==> src/rtl/ssl_pkg.sv <==
// Shared types, widths, codes and reset values for the servo slew limiter bank.
package ssl_pkg;

   localparam int ANGLE_W    = 12;
   localparam int SPAN_W     = 11;
   localparam int PULSE_W    = 12;
   localparam int CH_FIELD_W = 4;
   localparam int OP_W       = 2;
   localparam int CSR_IDX_W  = 3;
   localparam int CSR_DATA_W = 12;

   localparam int PROD_W     = PULSE_W + SPAN_W;
   localparam int MULB_W     = ANGLE_W + PULSE_W + 1;
   localparam int NUM_W      = MULB_W + 1;
   localparam int DIVIDEND_W = PROD_W;

   localparam int CHANNELS_DFLT = 16;

   typedef logic signed [ANGLE_W-1:0] angle_type;
   typedef logic [SPAN_W-1:0]         span_type;
   typedef logic [PULSE_W-1:0]        pulse_type;
   typedef logic [CH_FIELD_W-1:0]     chan_field_type;

   typedef enum logic [OP_W-1:0] {
      OP_SET    = 2'd0,
      OP_TICK   = 2'd1,
      OP_CENTER = 2'd2,
      OP_READ   = 2'd3
   } op_type;

   typedef enum logic [CSR_IDX_W-1:0] {
      CSR_MIN_ANGLE    = 3'd0,
      CSR_MAX_ANGLE    = 3'd1,
      CSR_STEP_SIZE    = 3'd2,
      CSR_CENTER_PULSE = 3'd3,
      CSR_MIN_PULSE    = 3'd4
   } csr_idx_type;

   localparam angle_type MIN_ANGLE_RST    = -12'sd720;
   localparam span_type  MAX_ANGLE_RST    = 11'd720;
   localparam span_type  STEP_SIZE_RST    = 11'd16;
   localparam pulse_type CENTER_PULSE_RST = 12'd1500;
   localparam pulse_type MIN_PULSE_RST    = 12'd1000;

   typedef struct packed {
      op_type         opcode;
      chan_field_type channel;
      angle_type      angle_in;
   } req_type;

   typedef struct packed {
      chan_field_type channel_out;
      angle_type      angle_now;
      pulse_type      pulse_us;
      logic           last;
   } rsp_type;

   typedef struct packed {
      logic      clear_all;
      logic      tgt_we;
      logic      cur_we;
      angle_type tgt;
      angle_type cur;
   } chan_wr_type;

   typedef struct packed {
      angle_type target;
      angle_type current;
   } chan_rd_type;

endpackage

==> src/rtl/ssl_chan_store.sv <==
// Per-channel target and current angle store with valid bits for reset and center.
module ssl_chan_store #(
   parameter int CHANNELS = ssl_pkg::CHANNELS_DFLT,
   parameter int CH_W     = (CHANNELS > 1) ? $clog2(CHANNELS) : 1
) (
   input  logic                clock,
   input  logic                reset,
   input  ssl_pkg::chan_wr_type wr,
   input  logic [CH_W-1:0]     wr_addr,
   input  logic [CH_W-1:0]     rd_addr,
   output ssl_pkg::chan_rd_type rd
);

   ssl_pkg::angle_type   tgt_mem [CHANNELS];
   ssl_pkg::angle_type   cur_mem [CHANNELS];
   logic [CHANNELS-1:0]  tgt_vld_ff;
   logic [CHANNELS-1:0]  cur_vld_ff;
   ssl_pkg::chan_rd_type rd_ff;

   // invalid entries read as zero
   always_ff @(posedge clock) begin
      if (reset) begin
         tgt_vld_ff <= '0;
         cur_vld_ff <= '0;
      end else if (wr.clear_all) begin
         tgt_vld_ff <= '0;
         cur_vld_ff <= '0;
      end else begin
         if (wr.tgt_we) begin
            tgt_vld_ff[wr_addr] <= 1'b1;
         end
         if (wr.cur_we) begin
            cur_vld_ff[wr_addr] <= 1'b1;
         end
      end
   end

   always_ff @(posedge clock) begin
      if (wr.tgt_we) begin
         tgt_mem[wr_addr] <= wr.tgt;
      end
      if (wr.cur_we) begin
         cur_mem[wr_addr] <= wr.cur;
      end
      rd_ff.target  <= tgt_vld_ff[rd_addr] ? tgt_mem[rd_addr] : '0;
      rd_ff.current <= cur_vld_ff[rd_addr] ? cur_mem[rd_addr] : '0;
   end

   assign rd = rd_ff;

endmodule

==> src/rtl/ssl_div.sv <==
// Restoring divider, one quotient bit per cycle, for quotients known to fit PULSE_W bits.
module ssl_div (
   input  logic                               clock,
   input  logic                               reset,
   input  logic                               start,
   input  logic [ssl_pkg::DIVIDEND_W-1:0]     dividend,
   input  ssl_pkg::span_type                  divisor,
   output logic                               done,
   output ssl_pkg::pulse_type                 quotient
);

   localparam int CNT_W = $clog2(ssl_pkg::PULSE_W);

   ssl_pkg::span_type             rem_ff, rem_in;
   ssl_pkg::pulse_type            quo_ff, quo_in;
   ssl_pkg::span_type             dvs_ff, dvs_in;
   logic [CNT_W-1:0]              cnt_ff, cnt_in;
   logic                          run_ff, run_in;
   logic                          done_ff, done_in;
   logic [ssl_pkg::SPAN_W:0]      trial;
   logic [ssl_pkg::SPAN_W:0]      diff;
   logic                          fits;

   assign trial = {rem_ff, quo_ff[ssl_pkg::PULSE_W-1]};
   assign diff  = trial - {1'b0, dvs_ff};
   assign fits  = trial >= {1'b0, dvs_ff};

   always_comb begin
      rem_in  = rem_ff;
      quo_in  = quo_ff;
      dvs_in  = dvs_ff;
      cnt_in  = cnt_ff;
      run_in  = run_ff;
      done_in = 1'b0;
      if (start) begin
         // high part is already below the divisor
         rem_in = dividend[ssl_pkg::DIVIDEND_W-1:ssl_pkg::PULSE_W];
         quo_in = dividend[ssl_pkg::PULSE_W-1:0];
         dvs_in = divisor;
         cnt_in = '0;
         run_in = 1'b1;
      end else if (run_ff) begin
         rem_in = fits ? diff[ssl_pkg::SPAN_W-1:0] : trial[ssl_pkg::SPAN_W-1:0];
         quo_in = {quo_ff[ssl_pkg::PULSE_W-2:0], fits};
         cnt_in = cnt_ff + CNT_W'(1);
         if (cnt_ff == CNT_W'(ssl_pkg::PULSE_W - 1)) begin
            run_in  = 1'b0;
            done_in = 1'b1;
         end
      end
   end

   always_ff @(posedge clock) begin
      if (reset) begin
         run_ff  <= 1'b0;
         done_ff <= 1'b0;
         cnt_ff  <= '0;
      end else begin
         run_ff  <= run_in;
         done_ff <= done_in;
         cnt_ff  <= cnt_in;
      end
      rem_ff <= rem_in;
      quo_ff <= quo_in;
      dvs_ff <= dvs_in;
   end

   assign done     = done_ff;
   assign quotient = quo_ff;

endmodule

==> src/rtl/servo_slew_limiter_bank.sv <==
// Top level of the servo slew limiter bank: command port, config registers, sequencer.
//
// A bank of CHANNELS servo channels, each holding a target angle, a current angle and
// a pending flag, with angles in signed 1/16 degree. A transaction is taken when start
// is high and busy is low. Set target (clamped to min_angle..max_angle) and center all
// finish in the cycle they are taken and never raise busy. A read raises busy and
// gives one result. A tick walks the channels in ascending order, skipping channels that
// are not pending; a pending one passes through the scan, fetch and slew, two multiply
// steps, a range check, the restoring divider that yields one pulse bit per cycle, and the
// output state; channels whose pulse saturates or whose full scale is zero skip the divider.
// Results appear with rsp_valid high for exactly one cycle and must be taken then:
// there is no back-pressure. The final result of a tick or read carries last. A tick with
// nothing pending gives no result. Write configuration only while busy is low; csr_ready
// is always high and writes to an unknown index are dropped.
module servo_slew_limiter_bank #(
   parameter int CHANNELS = ssl_pkg::CHANNELS_DFLT
) (
   input  logic                             clock,
   input  logic                             reset,
   input  logic                             start,
   output logic                             busy,
   input  ssl_pkg::req_type                 req_data,
   output logic                             rsp_valid,
   output ssl_pkg::rsp_type                 rsp_data,
   input  logic                             csr_valid,
   output logic                             csr_ready,
   input  logic [ssl_pkg::CSR_IDX_W-1:0]    csr_index,
   input  logic [ssl_pkg::CSR_DATA_W-1:0]   csr_data
);

   localparam int CH_W = (CHANNELS > 1) ? $clog2(CHANNELS) : 1;
   localparam int PAD_W = ssl_pkg::NUM_W - ssl_pkg::SPAN_W - ssl_pkg::PULSE_W;

   typedef enum logic [2:0] {
      ST_IDLE,
      ST_SCAN,
      ST_FETCH,
      ST_MUL0,
      ST_MUL1,
      ST_PREP,
      ST_DIV,
      ST_NEXT
   } state_type;

   // configuration registers
   ssl_pkg::angle_type cfg_min_angle_ff;
   ssl_pkg::span_type  cfg_max_angle_ff;
   ssl_pkg::span_type  cfg_step_ff;
   ssl_pkg::pulse_type cfg_center_ff;
   ssl_pkg::pulse_type cfg_min_pulse_ff;

   // sequencer state
   state_type                       state_ff, state_in;
   logic [CH_W-1:0]                 idx_ff, idx_in;
   logic                            op_read_ff, op_read_in;
   logic                            oor_ff, oor_in;
   logic                            last_ff, last_in;
   ssl_pkg::chan_field_type         ch_ff, ch_in;
   ssl_pkg::angle_type              angle_ff, angle_in;
   logic [ssl_pkg::PROD_W-1:0]      prod_ff, prod_in;
   logic [ssl_pkg::NUM_W-1:0]       num_ff, num_in;
   logic [CHANNELS-1:0]             pending_ff, pending_in;
   logic                            rsp_valid_ff, rsp_valid_in;
   ssl_pkg::rsp_type                rsp_ff, rsp_in;

   // datapath helpers
   ssl_pkg::chan_wr_type            wr;
   logic [CH_W-1:0]                 rd_addr;
   logic [CH_W-1:0]                 req_idx;
   ssl_pkg::chan_rd_type            rd;
   logic                            req_in_range;
   ssl_pkg::angle_type              clamped;
   logic signed [ssl_pkg::ANGLE_W:0] diff;
   logic [ssl_pkg::ANGLE_W:0]       mag;
   logic                            arrive;
   logic [ssl_pkg::ANGLE_W:0]       stepped;
   ssl_pkg::angle_type              moved;
   logic [CHANNELS-1:0]             above_mask;
   logic                            higher_pending;
   logic signed [ssl_pkg::PULSE_W:0] pulse_delta;
   logic signed [ssl_pkg::MULB_W-1:0] prod_b;
   logic [ssl_pkg::NUM_W-1:0]       sat_limit;
   logic                            div_start;
   logic                            div_done;
   ssl_pkg::pulse_type              div_quo;
   logic                            last_chan;

   // configuration writes; unknown indexes fall through
   always_ff @(posedge clock) begin
      if (reset) begin
         cfg_min_angle_ff <= ssl_pkg::MIN_ANGLE_RST;
         cfg_max_angle_ff <= ssl_pkg::MAX_ANGLE_RST;
         cfg_step_ff      <= ssl_pkg::STEP_SIZE_RST;
         cfg_center_ff    <= ssl_pkg::CENTER_PULSE_RST;
         cfg_min_pulse_ff <= ssl_pkg::MIN_PULSE_RST;
      end else if (csr_valid) begin
         case (csr_index)
            ssl_pkg::CSR_MIN_ANGLE:    cfg_min_angle_ff <= csr_data;
            ssl_pkg::CSR_MAX_ANGLE:    cfg_max_angle_ff <= csr_data[ssl_pkg::SPAN_W-1:0];
            ssl_pkg::CSR_STEP_SIZE:    cfg_step_ff      <= csr_data[ssl_pkg::SPAN_W-1:0];
            ssl_pkg::CSR_CENTER_PULSE: cfg_center_ff    <= csr_data;
            ssl_pkg::CSR_MIN_PULSE:    cfg_min_pulse_ff <= csr_data;
            default: ;
         endcase
      end
   end

   assign csr_ready = 1'b1;

   // request decode
   assign req_in_range = {1'b0, req_data.channel} < (ssl_pkg::CH_FIELD_W + 1)'(CHANNELS);
   assign req_idx      = req_data.channel[CH_W-1:0];

   // lower bound is checked first; when the limits cross, inputs below it get min_angle, the rest get max_angle
   always_comb begin
      if (req_data.angle_in < cfg_min_angle_ff) begin
         clamped = cfg_min_angle_ff;
      end else if (req_data.angle_in > $signed({1'b0, cfg_max_angle_ff})) begin
         clamped = $signed({1'b0, cfg_max_angle_ff});
      end else begin
         clamped = req_data.angle_in;
      end
   end

   // slew step for the fetched channel
   assign diff    = {rd.target[ssl_pkg::ANGLE_W-1], rd.target}
                  - {rd.current[ssl_pkg::ANGLE_W-1], rd.current};
   assign mag     = diff[ssl_pkg::ANGLE_W] ? -diff : diff;
   assign arrive  = mag <= {2'b00, cfg_step_ff};
   assign stepped = diff[ssl_pkg::ANGLE_W]
                  ? {rd.current[ssl_pkg::ANGLE_W-1], rd.current} - {2'b00, cfg_step_ff}
                  : {rd.current[ssl_pkg::ANGLE_W-1], rd.current} + {2'b00, cfg_step_ff};
   assign moved   = arrive ? rd.target : stepped[ssl_pkg::ANGLE_W-1:0];

   // last of a tick: nothing pending above this channel
   always_comb begin
      for (int j = 0; j < CHANNELS; j++) begin
         above_mask[j] = j > int'(idx_ff);
      end
   end
   assign higher_pending = |(pending_ff & above_mask);

   // pulse numerator: center*max_angle + angle*(center - min_pulse)
   assign pulse_delta = {1'b0, cfg_center_ff} - {1'b0, cfg_min_pulse_ff};
   assign prod_b      = ssl_pkg::MULB_W'(angle_ff) * ssl_pkg::MULB_W'(pulse_delta);
   assign sat_limit   = {PAD_W'(0), cfg_max_angle_ff, ssl_pkg::PULSE_W'(0)};

   assign last_chan = idx_ff == CH_W'(CHANNELS - 1);
   assign rd_addr   = (state_ff == ST_IDLE) ? req_idx : idx_ff;

   always_comb begin
      state_in     = state_ff;
      idx_in       = idx_ff;
      op_read_in   = op_read_ff;
      oor_in       = oor_ff;
      last_in      = last_ff;
      ch_in        = ch_ff;
      angle_in     = angle_ff;
      prod_in      = prod_ff;
      num_in       = num_ff;
      pending_in   = pending_ff;
      rsp_valid_in = 1'b0;
      rsp_in       = rsp_ff;
      wr           = '0;
      div_start    = 1'b0;

      case (state_ff)
         ST_IDLE: begin
            if (start) begin
               case (req_data.opcode)
                  ssl_pkg::OP_SET: begin
                     if (req_in_range) begin
                        wr.tgt_we           = 1'b1;
                        wr.tgt              = clamped;
                        pending_in[req_idx] = 1'b1;
                     end
                  end
                  ssl_pkg::OP_TICK: begin
                     idx_in     = '0;
                     op_read_in = 1'b0;
                     state_in   = ST_SCAN;
                  end
                  ssl_pkg::OP_CENTER: begin
                     wr.clear_all = 1'b1;
                     pending_in   = '1;
                  end
                  ssl_pkg::OP_READ: begin
                     op_read_in = 1'b1;
                     oor_in     = !req_in_range;
                     ch_in      = req_data.channel;
                     last_in    = 1'b1;
                     state_in   = ST_FETCH;
                  end
                  default: ;
               endcase
            end
         end

         ST_SCAN: begin
            // skip idle channels, one per cycle
            if (pending_ff[idx_ff]) begin
               state_in = ST_FETCH;
            end else if (last_chan) begin
               state_in = ST_IDLE;
            end else begin
               idx_in = idx_ff + CH_W'(1);
            end
         end

         ST_FETCH: begin
            if (op_read_ff) begin
               angle_in = oor_ff ? '0 : rd.current;
            end else begin
               wr.cur_we  = 1'b1;
               wr.cur     = moved;
               angle_in   = moved;
               ch_in      = ssl_pkg::CH_FIELD_W'(idx_ff);
               last_in    = !higher_pending;
               if (arrive) begin
                  pending_in[idx_ff] = 1'b0;
               end
            end
            state_in = ST_MUL0;
         end

         ST_MUL0: begin
            prod_in  = ssl_pkg::PROD_W'(cfg_center_ff) * ssl_pkg::PROD_W'(cfg_max_angle_ff);
            state_in = ST_MUL1;
         end

         ST_MUL1: begin
            num_in   = {PAD_W'(0), prod_ff} + {prod_b[ssl_pkg::MULB_W-1], prod_b};
            state_in = ST_PREP;
         end

         ST_PREP: begin
            rsp_in.channel_out = ch_ff;
            rsp_in.angle_now   = angle_ff;
            rsp_in.last        = last_ff;
            if (cfg_max_angle_ff == '0) begin
               rsp_in.pulse_us = cfg_center_ff;
               rsp_valid_in    = 1'b1;
               state_in        = ST_NEXT;
            end else if (num_ff[ssl_pkg::NUM_W-1]) begin
               rsp_in.pulse_us = '0;
               rsp_valid_in    = 1'b1;
               state_in        = ST_NEXT;
            end else if (num_ff >= sat_limit) begin
               rsp_in.pulse_us = '1;
               rsp_valid_in    = 1'b1;
               state_in        = ST_NEXT;
            end else begin
               div_start = 1'b1;
               state_in  = ST_DIV;
            end
         end

         ST_DIV: begin
            if (div_done) begin
               rsp_in.pulse_us = div_quo;
               rsp_valid_in    = 1'b1;
               state_in        = ST_NEXT;
            end
         end

         ST_NEXT: begin
            if (op_read_ff || last_chan) begin
               state_in = ST_IDLE;
            end else begin
               idx_in   = idx_ff + CH_W'(1);
               state_in = ST_SCAN;
            end
         end

         default: begin
            state_in = ST_IDLE;
         end
      endcase
   end

   always_ff @(posedge clock) begin
      if (reset) begin
         state_ff     <= ST_IDLE;
         idx_ff       <= '0;
         op_read_ff   <= 1'b0;
         oor_ff       <= 1'b0;
         last_ff      <= 1'b0;
         pending_ff   <= '0;
         rsp_valid_ff <= 1'b0;
      end else begin
         state_ff     <= state_in;
         idx_ff       <= idx_in;
         op_read_ff   <= op_read_in;
         oor_ff       <= oor_in;
         last_ff      <= last_in;
         pending_ff   <= pending_in;
         rsp_valid_ff <= rsp_valid_in;
      end
      ch_ff    <= ch_in;
      angle_ff <= angle_in;
      prod_ff  <= prod_in;
      num_ff   <= num_in;
      rsp_ff   <= rsp_in;
   end

   ssl_chan_store #(
      .CHANNELS (CHANNELS),
      .CH_W     (CH_W)
   ) u_store (
      .clock   (clock),
      .reset   (reset),
      .wr      (wr),
      .wr_addr (state_ff == ST_IDLE ? req_idx : idx_ff),
      .rd_addr (rd_addr),
      .rd      (rd)
   );

   ssl_div u_div (
      .clock    (clock),
      .reset    (reset),
      .start    (div_start),
      .dividend (num_ff[ssl_pkg::DIVIDEND_W-1:0]),
      .divisor  (cfg_max_angle_ff),
      .done     (div_done),
      .quotient (div_quo)
   );

   assign busy      = state_ff != ST_IDLE;
   assign rsp_valid = rsp_valid_ff;
   assign rsp_data  = rsp_ff;

`ifndef NO_ASSERTIONS
   // results never come back to back
   a_rsp_spaced: assert property (@(posedge clock) disable iff (reset)
      rsp_valid |=> !rsp_valid)
      else $error("back-to-back results");

   // a result only leaves while a tick or read is in progress
   a_rsp_busy: assert property (@(posedge clock) disable iff (reset)
      rsp_valid |-> busy)
      else $error("result while idle");

   // tick and read take the sequencer out of idle
   a_busy_after_walk: assert property (@(posedge clock) disable iff (reset)
      (start && !busy && (req_data.opcode == ssl_pkg::OP_TICK
                          || req_data.opcode == ssl_pkg::OP_READ)) |=> busy)
      else $error("tick or read did not start");

   // the divider finishes only while the sequencer waits for it
   a_div_owned: assert property (@(posedge clock) disable iff (reset)
      div_done |-> state_ff == ST_DIV)
      else $error("divider done outside wait state");
`endif

endmodule
==> config.mk <==
export PLATFORM = sky130hd
export DESIGN_NAME = servo_slew_limiter_bank
export DESIGN_NICKNAME = d
export VERILOG_FILES = /design/src/rtl/ssl_pkg.sv /design/src/rtl/ssl_chan_store.sv /design/src/rtl/ssl_div.sv /design/src/rtl/servo_slew_limiter_bank.sv
export SDC_FILE = /design/constraint.sdc
export NUM_CORES = 2
export LEC_CHECK = 0
export BUFFER_PORTS_ARGS = -buffer_cell sky130_fd_sc_hd__buf_2
export CAP_MARGIN = 10
export CORE_ASPECT_RATIO = 0.75
export CORE_UTILIZATION = 45
export DETAILED_ROUTE_END_ITERATION = 10
export GPL_TIMING_DRIVEN = 1
export PLACE_DENSITY = 0.69
export SETUP_SLACK_MARGIN = 0.2
export SLEW_MARGIN = 10
export SYNTH_ARGS = -nofsm -noshare
export SYNTH_HDL_FRONTEND = slang
export SYNTH_SLANG_ARGS = --single-unit
export TNS_END_PERCENT = 20
==> constraint.sdc <==
create_clock -name clock -period 11.5 [get_ports clock]
set_input_delay 1.15 -clock clock [delete_from_list [all_inputs] [get_ports clock]]
set_output_delay 1.15 -clock clock [all_outputs]
set_load 0.02 [all_outputs]
# == After elaboration in Yosys (flattened, before gate mapping) ==
# Memories as Yosys holds them, arrays and structs flattened. A register that Yosys moved wholly into a read port is not among the register bits.
# Index checks and enable logic that the tools add are counted.
# totals
register_bits,250
mem_bits_rw,384
in_bits,37
output_inout_bits,32
n_memories,2
# classes
addsub,9
multipliers,2
magnitude_cmp,26
n_eq_ne,29
muxes,87
bitwise,7
reduce_logical,32
# memory_table
memory,depth,width,rd,rd_ports_with_merged_regs,write_ports,line_no,text
u_store.cur_mem,16,12,1,1,1,ssl_chan_store.sv:15,ssl_pkg::angle_type cur_mem [CHANNELS];
u_store.tgt_mem,16,12,1,1,1,ssl_chan_store.sv:14,ssl_pkg::angle_type tgt_mem [CHANNELS];
# op_table
cell,count
$mux W12,16
$pmux W16 S2,2
$mux W16,3
$or A16 B16 Y16,3
$mux W4,9
$mux W1,33
$mux W11,3
$and A16 B16 Y16,2
$gt A4 B4 Y1 const A,8
$add A24 B25 Y26,1
$ge A26 B23 Y1,1
$sub A12 B12 Y13,2
$mul A12 B13 Y25,1
$pmux W12 S2,1
$pmux W3 S8,1
$mul A12 B11 Y23,1
$gt A3 B4 Y1 const A,4
$not A16 Y16,1
$reduce_or A16 Y1,1
$eq A3 B3 Y1 const B,5
$lt A4 B5 Y1 const B,3
$le A13 B11 Y1,1
$mux W13,1
$neg A13 Y13,1
other kinds (44),88

# == Depth between registers and ports, before layout ==
# logic_depth
ltp_word,9
ltp_mapped,32

# == Modules after synthesis ==
# Synthesis repeated with hierarchy kept, for this count alone.
# unflattened
cells_unflattened,3355
hier_area_um2,40381.2
# by_module_without_submodules
mod,n_inst,cells_per_inst,area_each_um2,seq_area_each_um2
servo_slew_limiter_bank,1,2404,21808.4,4504.3
ssl_chan_store,1,750,16331.9,12652.1
ssl_div,1,201,2240.9,1141.1

# == Least setup slack after synthesis ==
# No wires, ideal clock.
# synth_timing
kind,reg2reg
from,register cfg_center_ff[0]
to,register num_ff[22] in the netlist's numbering (data pin)
setup_time_ps,258
arrival_time_ps,7518
setup_slack_ps,3725
path_stages_with_launch,28
cell_sequence,dfxtp_1 -> clkinv_1 -> ha_1 -> fa_1 -> nor2b_1 -> o21ai_0 -> a21boi_1 -> o21ai_0 -> a21boi_1 -> o2111ai_1 -> a31oi_1 -> nor2_1 -> fa_1 -> fa_1 -> fa_1 -> fa_1 -> fa_1 -> ha_1 -> ha_1 -> a21o_1 -> a21o_1 -> a21oi_1 -> o2111ai_1 -> a31oi_1 -> nor2b_1 -> o21ai_0 -> nor2b_1 -> xnor2_1
# synth_between
elab_chain_len,3
# synth_rtl
element,line_no,text
"start, declared",servo_slew_limiter_bank.sv:49,ssl_pkg::pulse_type cfg_center_ff;
"start signal, assigned",servo_slew_limiter_bank.sv:94,cfg_center_ff <= ssl_pkg::CENTER_PULSE_RST;
"start signal, assigned",servo_slew_limiter_bank.sv:101,ssl_pkg::CSR_CENTER_PULSE: cfg_center_ff <= csr_data;
$sub A12 B12 Y13,servo_slew_limiter_bank.sv:144,"assign pulse_delta = {1'b0, cfg_center_ff} - {1'b0, cfg_min_pulse_ff};"
$mul A12 B13 Y25,servo_slew_limiter_bank.sv:145,assign prod_b = ssl_pkg::MULB_W'(angle_ff) * ssl_pkg::MULB_W'(pulse_delta);
$add A24 B25 Y26,servo_slew_limiter_bank.sv:232,"num_in = {PAD_W'(0), prod_ff} + {prod_b[ssl_pkg::MULB_W-1], prod_b};"
"end signal, assigned",servo_slew_limiter_bank.sv:302,num_ff <= num_in;
"end, declared",servo_slew_limiter_bank.sv:61,"logic [ssl_pkg::NUM_W-1:0] num_ff, num_in;"
# No other way between the ends.
# A chain may end at the register's enable or synchronous reset.

# == Worst setup path in the final report ==
# layout_timing
from,register cfg_center_ff[0]
to,register num_ff[24] in the netlist's numbering (data pin)
# The elaborated chain is that of the path after synthesis.

==> summary.md <==
| Metric | Value |
|---|---|
| CP startpoint kind | `flop` |
| Pin count of the biggest net entering global routing | `around 110` |
| CTS clk-pin slew, worst paths | `approximately 0.060 ns` |
| Final wirelength | `99440 um` |
| DRT Pass-1 Iters | `9` |
| Cell Rows | `94` |
| Post-synth top cells | `512 x edfxtp_1, 403 x nand2_1, 373 x inv_1` |
| Fin Setup TNS | `0 ns` |
| Net count after synthesis | `~3.9k` |
| Yosys cell types | `96` |
| Count of state elements after synthesis | `between 600 and 700` |
| Tmin final | `between 9 and 10 ns` |
| Max Clk Rate | `~110 MHz` |
| Core footprint | `about 88000 um2` |
| Most instantiated library cell after synthesis | `edfxtp_1` |
| Post-CTS setup buffers | `0` |
| Total gr overflow | `0` |
| Finished Layout Cells | `about 4.6k` |
| Final HPWL DP | `70900 um` |
| Layout cells sized above 1 | `0.1152` |
| GR Util All Layers | `0.2231` |
| Post-synth EDFFs | `512` |
| Syn avg cell area | `approximately 12 um2` |
| Crit end category | `flop` |
| Total clock buffers created by CTS | `69` |
| Vias | `roughly 26k` |
| Post-synthesis async set-or-reset flop share | `0` |
| Syn. warnings | `0` |
| Detailed-route wire length per cell | `approximately 21 um` |
| Vias in the first global route | `roughly 26k` |
| Register Area | `18300 um2` |
| RR Endpoint | `num_ff[24]` |
| Min-Delay Path Depth | `0` |
| Hold-critical path endpoint | `rsp_data[26]` |
| Worst r2r src | `cfg_center_ff[0]` |
| Synth area leaders | `edfxtp_1 38%, fa_1 13%, dfxtp_1 7.3%, ha_1 7.1%, mux4_2 6.1%` |
| Worst-path maximum fanout | `10` |
| Reg2reg setup slack | `about 2.4 ns` |
| CTS tree | `yes` |
| Max Root-Sink Buffers | `3` |
| Final Hold Viols | `0` |
| Sequential area share after synthesis | `0.4561` |
| Period utilization | `0.7886` |
| CTS Sinks | `658` |
| Fin. max-slew vios | `0` |
| Initial Util | `0.4561` |
| Status | `complete, no violations` |
| Max cap viols | `0` |
| HP Class | `reg -> reg` |
| Critical path type | `reg -> reg` |
| Post-layout nets | `3968` |
| Placed cells | `4514` |
| Synth top area share | `0.3832` |
| First-pass GRT wire length | `154600 um` |
| Multi-input gate area | `19970 um2` |
| Slew margin rel. | `0.1368` |
| Port bufs | `67` |
| Layout Skew | `0.04509 ns` |
| CTS H-tree depth | `3` |
| Post-CTS resize count | `0` |
| Die ar. | `approximately 90000 um2` |
| Critical Path AT | `~9.5 ns` |
| Die Ht | `260.6 um` |
| Cell count of the worst reg-to-reg path | `27` |
| Dominant synthesized flop cell | `edfxtp_1` |
| Fillers | `roughly 7.6k` |
| Worst hold path startpoint | `ch_ff[1]` |
| I/O pins | `between 60 and 70` |
| GP Congestion | `0.9377` |
| Cells after Synth | `roughly 3.4k` |
| Worst-Margin Slew | `between 1 and 1.5 ns` |
| Dominant cell type by area after synthesis | `edfxtp_1` |
| Data required, critical path | `approximately 12 ns` |
| Synthesized cell area | `~40000 um2` |
| CTS Hold Bufs | `0` |
| Area Growth Syn to Fin | `10.34%` |
| DRC Markers | `0` |
| RSZ-0062 raised after global routing | `no` |
| Final setup violation count | `0` |
| Final hold slack | `between 0.4 and 0.5 ns` |
| Clock Latency Late Sink | `roughly 0.64 ns` |
| Vias per cell | `between 5 and 6` |
| Die W | `roughly 350 um` |
| Initial DRC Count | `roughly 2.4k` |
| Clk root buf | `clkbuf_16` |
| Initial antenna violation count | `6` |
| Post-route ant nets | `0` |
-- cells in the final DEF, fill, tap and decap left out, types with 11 or more instances in the layout --
master / n
clkbuf_16: 70
nand4_1: 12
clkinv_1: 12
fa_1: 268
a21o_1: 23
mux4_2: 109
mux2_1: 19
xnor2_1: 79
a21oi_1: 132
o21ai_0: 58
nand2_1: 403
buf_2: 66
and3_1: 34
nor2b_1: 26
edfxtp_1: 512
o21a_1: 43
xor2_1: 23
mux2i_1: 39
nand2b_1: 29
inv_1: 373
nor2_1: 192
ha_1: 228
a31oi_1: 17
a211o_1: 11
o31ai_1: 31
nand3b_1: 19
clkbuf_1: 15
o21ai_1: 21
nand3_1: 80
and2_1: 109
buf_4: 61
nor3_1: 35
dfxtp_1: 146
-- per-layer routing --
layer  up-vias  track usage  share of wire
met1     13250       0.3246           0.45
met5         -            0        0.00031
met3       120      0.04947          0.085
met2       933       0.3406           0.45
li1      11860            -              -
met4         4      0.05125          0.018
-- kinds of logic (layout without fill, tap and decap cells) --
group | count (synthesis) | after routing | share of synthesized area
and+or+nand+nor | 992 | 992 | 0.1163
DFF | 658 | 658 | 0.4561
muxes | 173 | 173 | 0.07787
other | 1 | 4 | 0.00009347
adders and majority gates | 497 | 497 | 0.2051
xor gates and xnor gates | 103 | 103 | 0.02267
AOI/OAI and AO/OA | 435 | 435 | 0.07163
buffers and inverters | 525 | 631 | 0.05027
-- worst max path at each step --
stage | startpoint | end | slack, ns | depth (start not counted)
floorplan | cfg_center_ff[0] | num_ff[22] | 3.72 | 27
global placement | cfg_center_ff[0] | num_ff[22] | 2.84 | 27
detailed placement | cfg_center_ff[0] | num_ff[24] | 2.61 | 27
CTS | cfg_center_ff[0] | num_ff[24] | 2.57 | 27
global route | cfg_center_ff[0] | num_ff[22] | 1.87 | 27
finish | cfg_center_ff[0] | num_ff[24] | 2.43 | 27
-- state kept, by name (all words and copies together), names as in the netlist, 12 cells and up --
register,flops
u_store.cur_mem,192
u_store.tgt_mem,192
rsp_data,29
num_ff,26
u_store.rd,24
prod_ff,23
pending_ff,16
u_store.cur_vld_ff,16
u_store.tgt_vld_ff,16
angle_ff,12
cfg_center_ff,12
cfg_min_angle_ff,12
cfg_min_pulse_ff,12
u_div.quotient,12
-- final cells by class --
type,count,area share
Clock inverter,39,0.01119
Multi-Input combinational cell,2201,0.4511
Clock buffer,87,0.04146
Timing Repair Buffer,128,0.01826
Antenna cell,3,0.0001696
Tap cell,1152,0.03256
Sequential cell,658,0.4133
Inverter,377,0.03197
-- worst max-delay path: stages, from the launching register on --
cell and delay, ns:
dfxtp_1 0.43, clkinv_1 0.27, ha_1 0.31, fa_1 0.42, nor2b_1 0.12, o21ai_0 0.10, a21boi_1 0.21, o21ai_0 0.13
a21boi_1 0.25, o2111ai_1 0.18, a31oi_1 0.64, nor2_1 0.26, fa_1 0.99, fa_1 0.54, fa_1 0.50, fa_1 0.56
fa_1 0.43, ha_1 0.30, ha_1 0.35, a21o_1 0.18, a21o_1 0.16, a21oi_1 0.25, o2111ai_1 0.19, a31oi_1 0.35
nor2b_1 0.08, o21ai_0 0.28, a21oi_1 0.13, xor2_1 0.15
-- stage by stage --
step | worst slack, ns | utilization | instance area, um2
after global routing | 1.865 | 0.5031 | 44260
after detailed placement | 2.612 | 0.4763 | 41900
after global placement | 2.840 | 0.4763 | 41900
after floorplan | 3.725 | - | 40120
after CTS | 2.573 | 0.5028 | 44230
final | 2.431 | 0.5032 | 44270
Power is not shown: default switching activity piles up to over one toggle a cycle in this logic, so the estimate is an artifact.
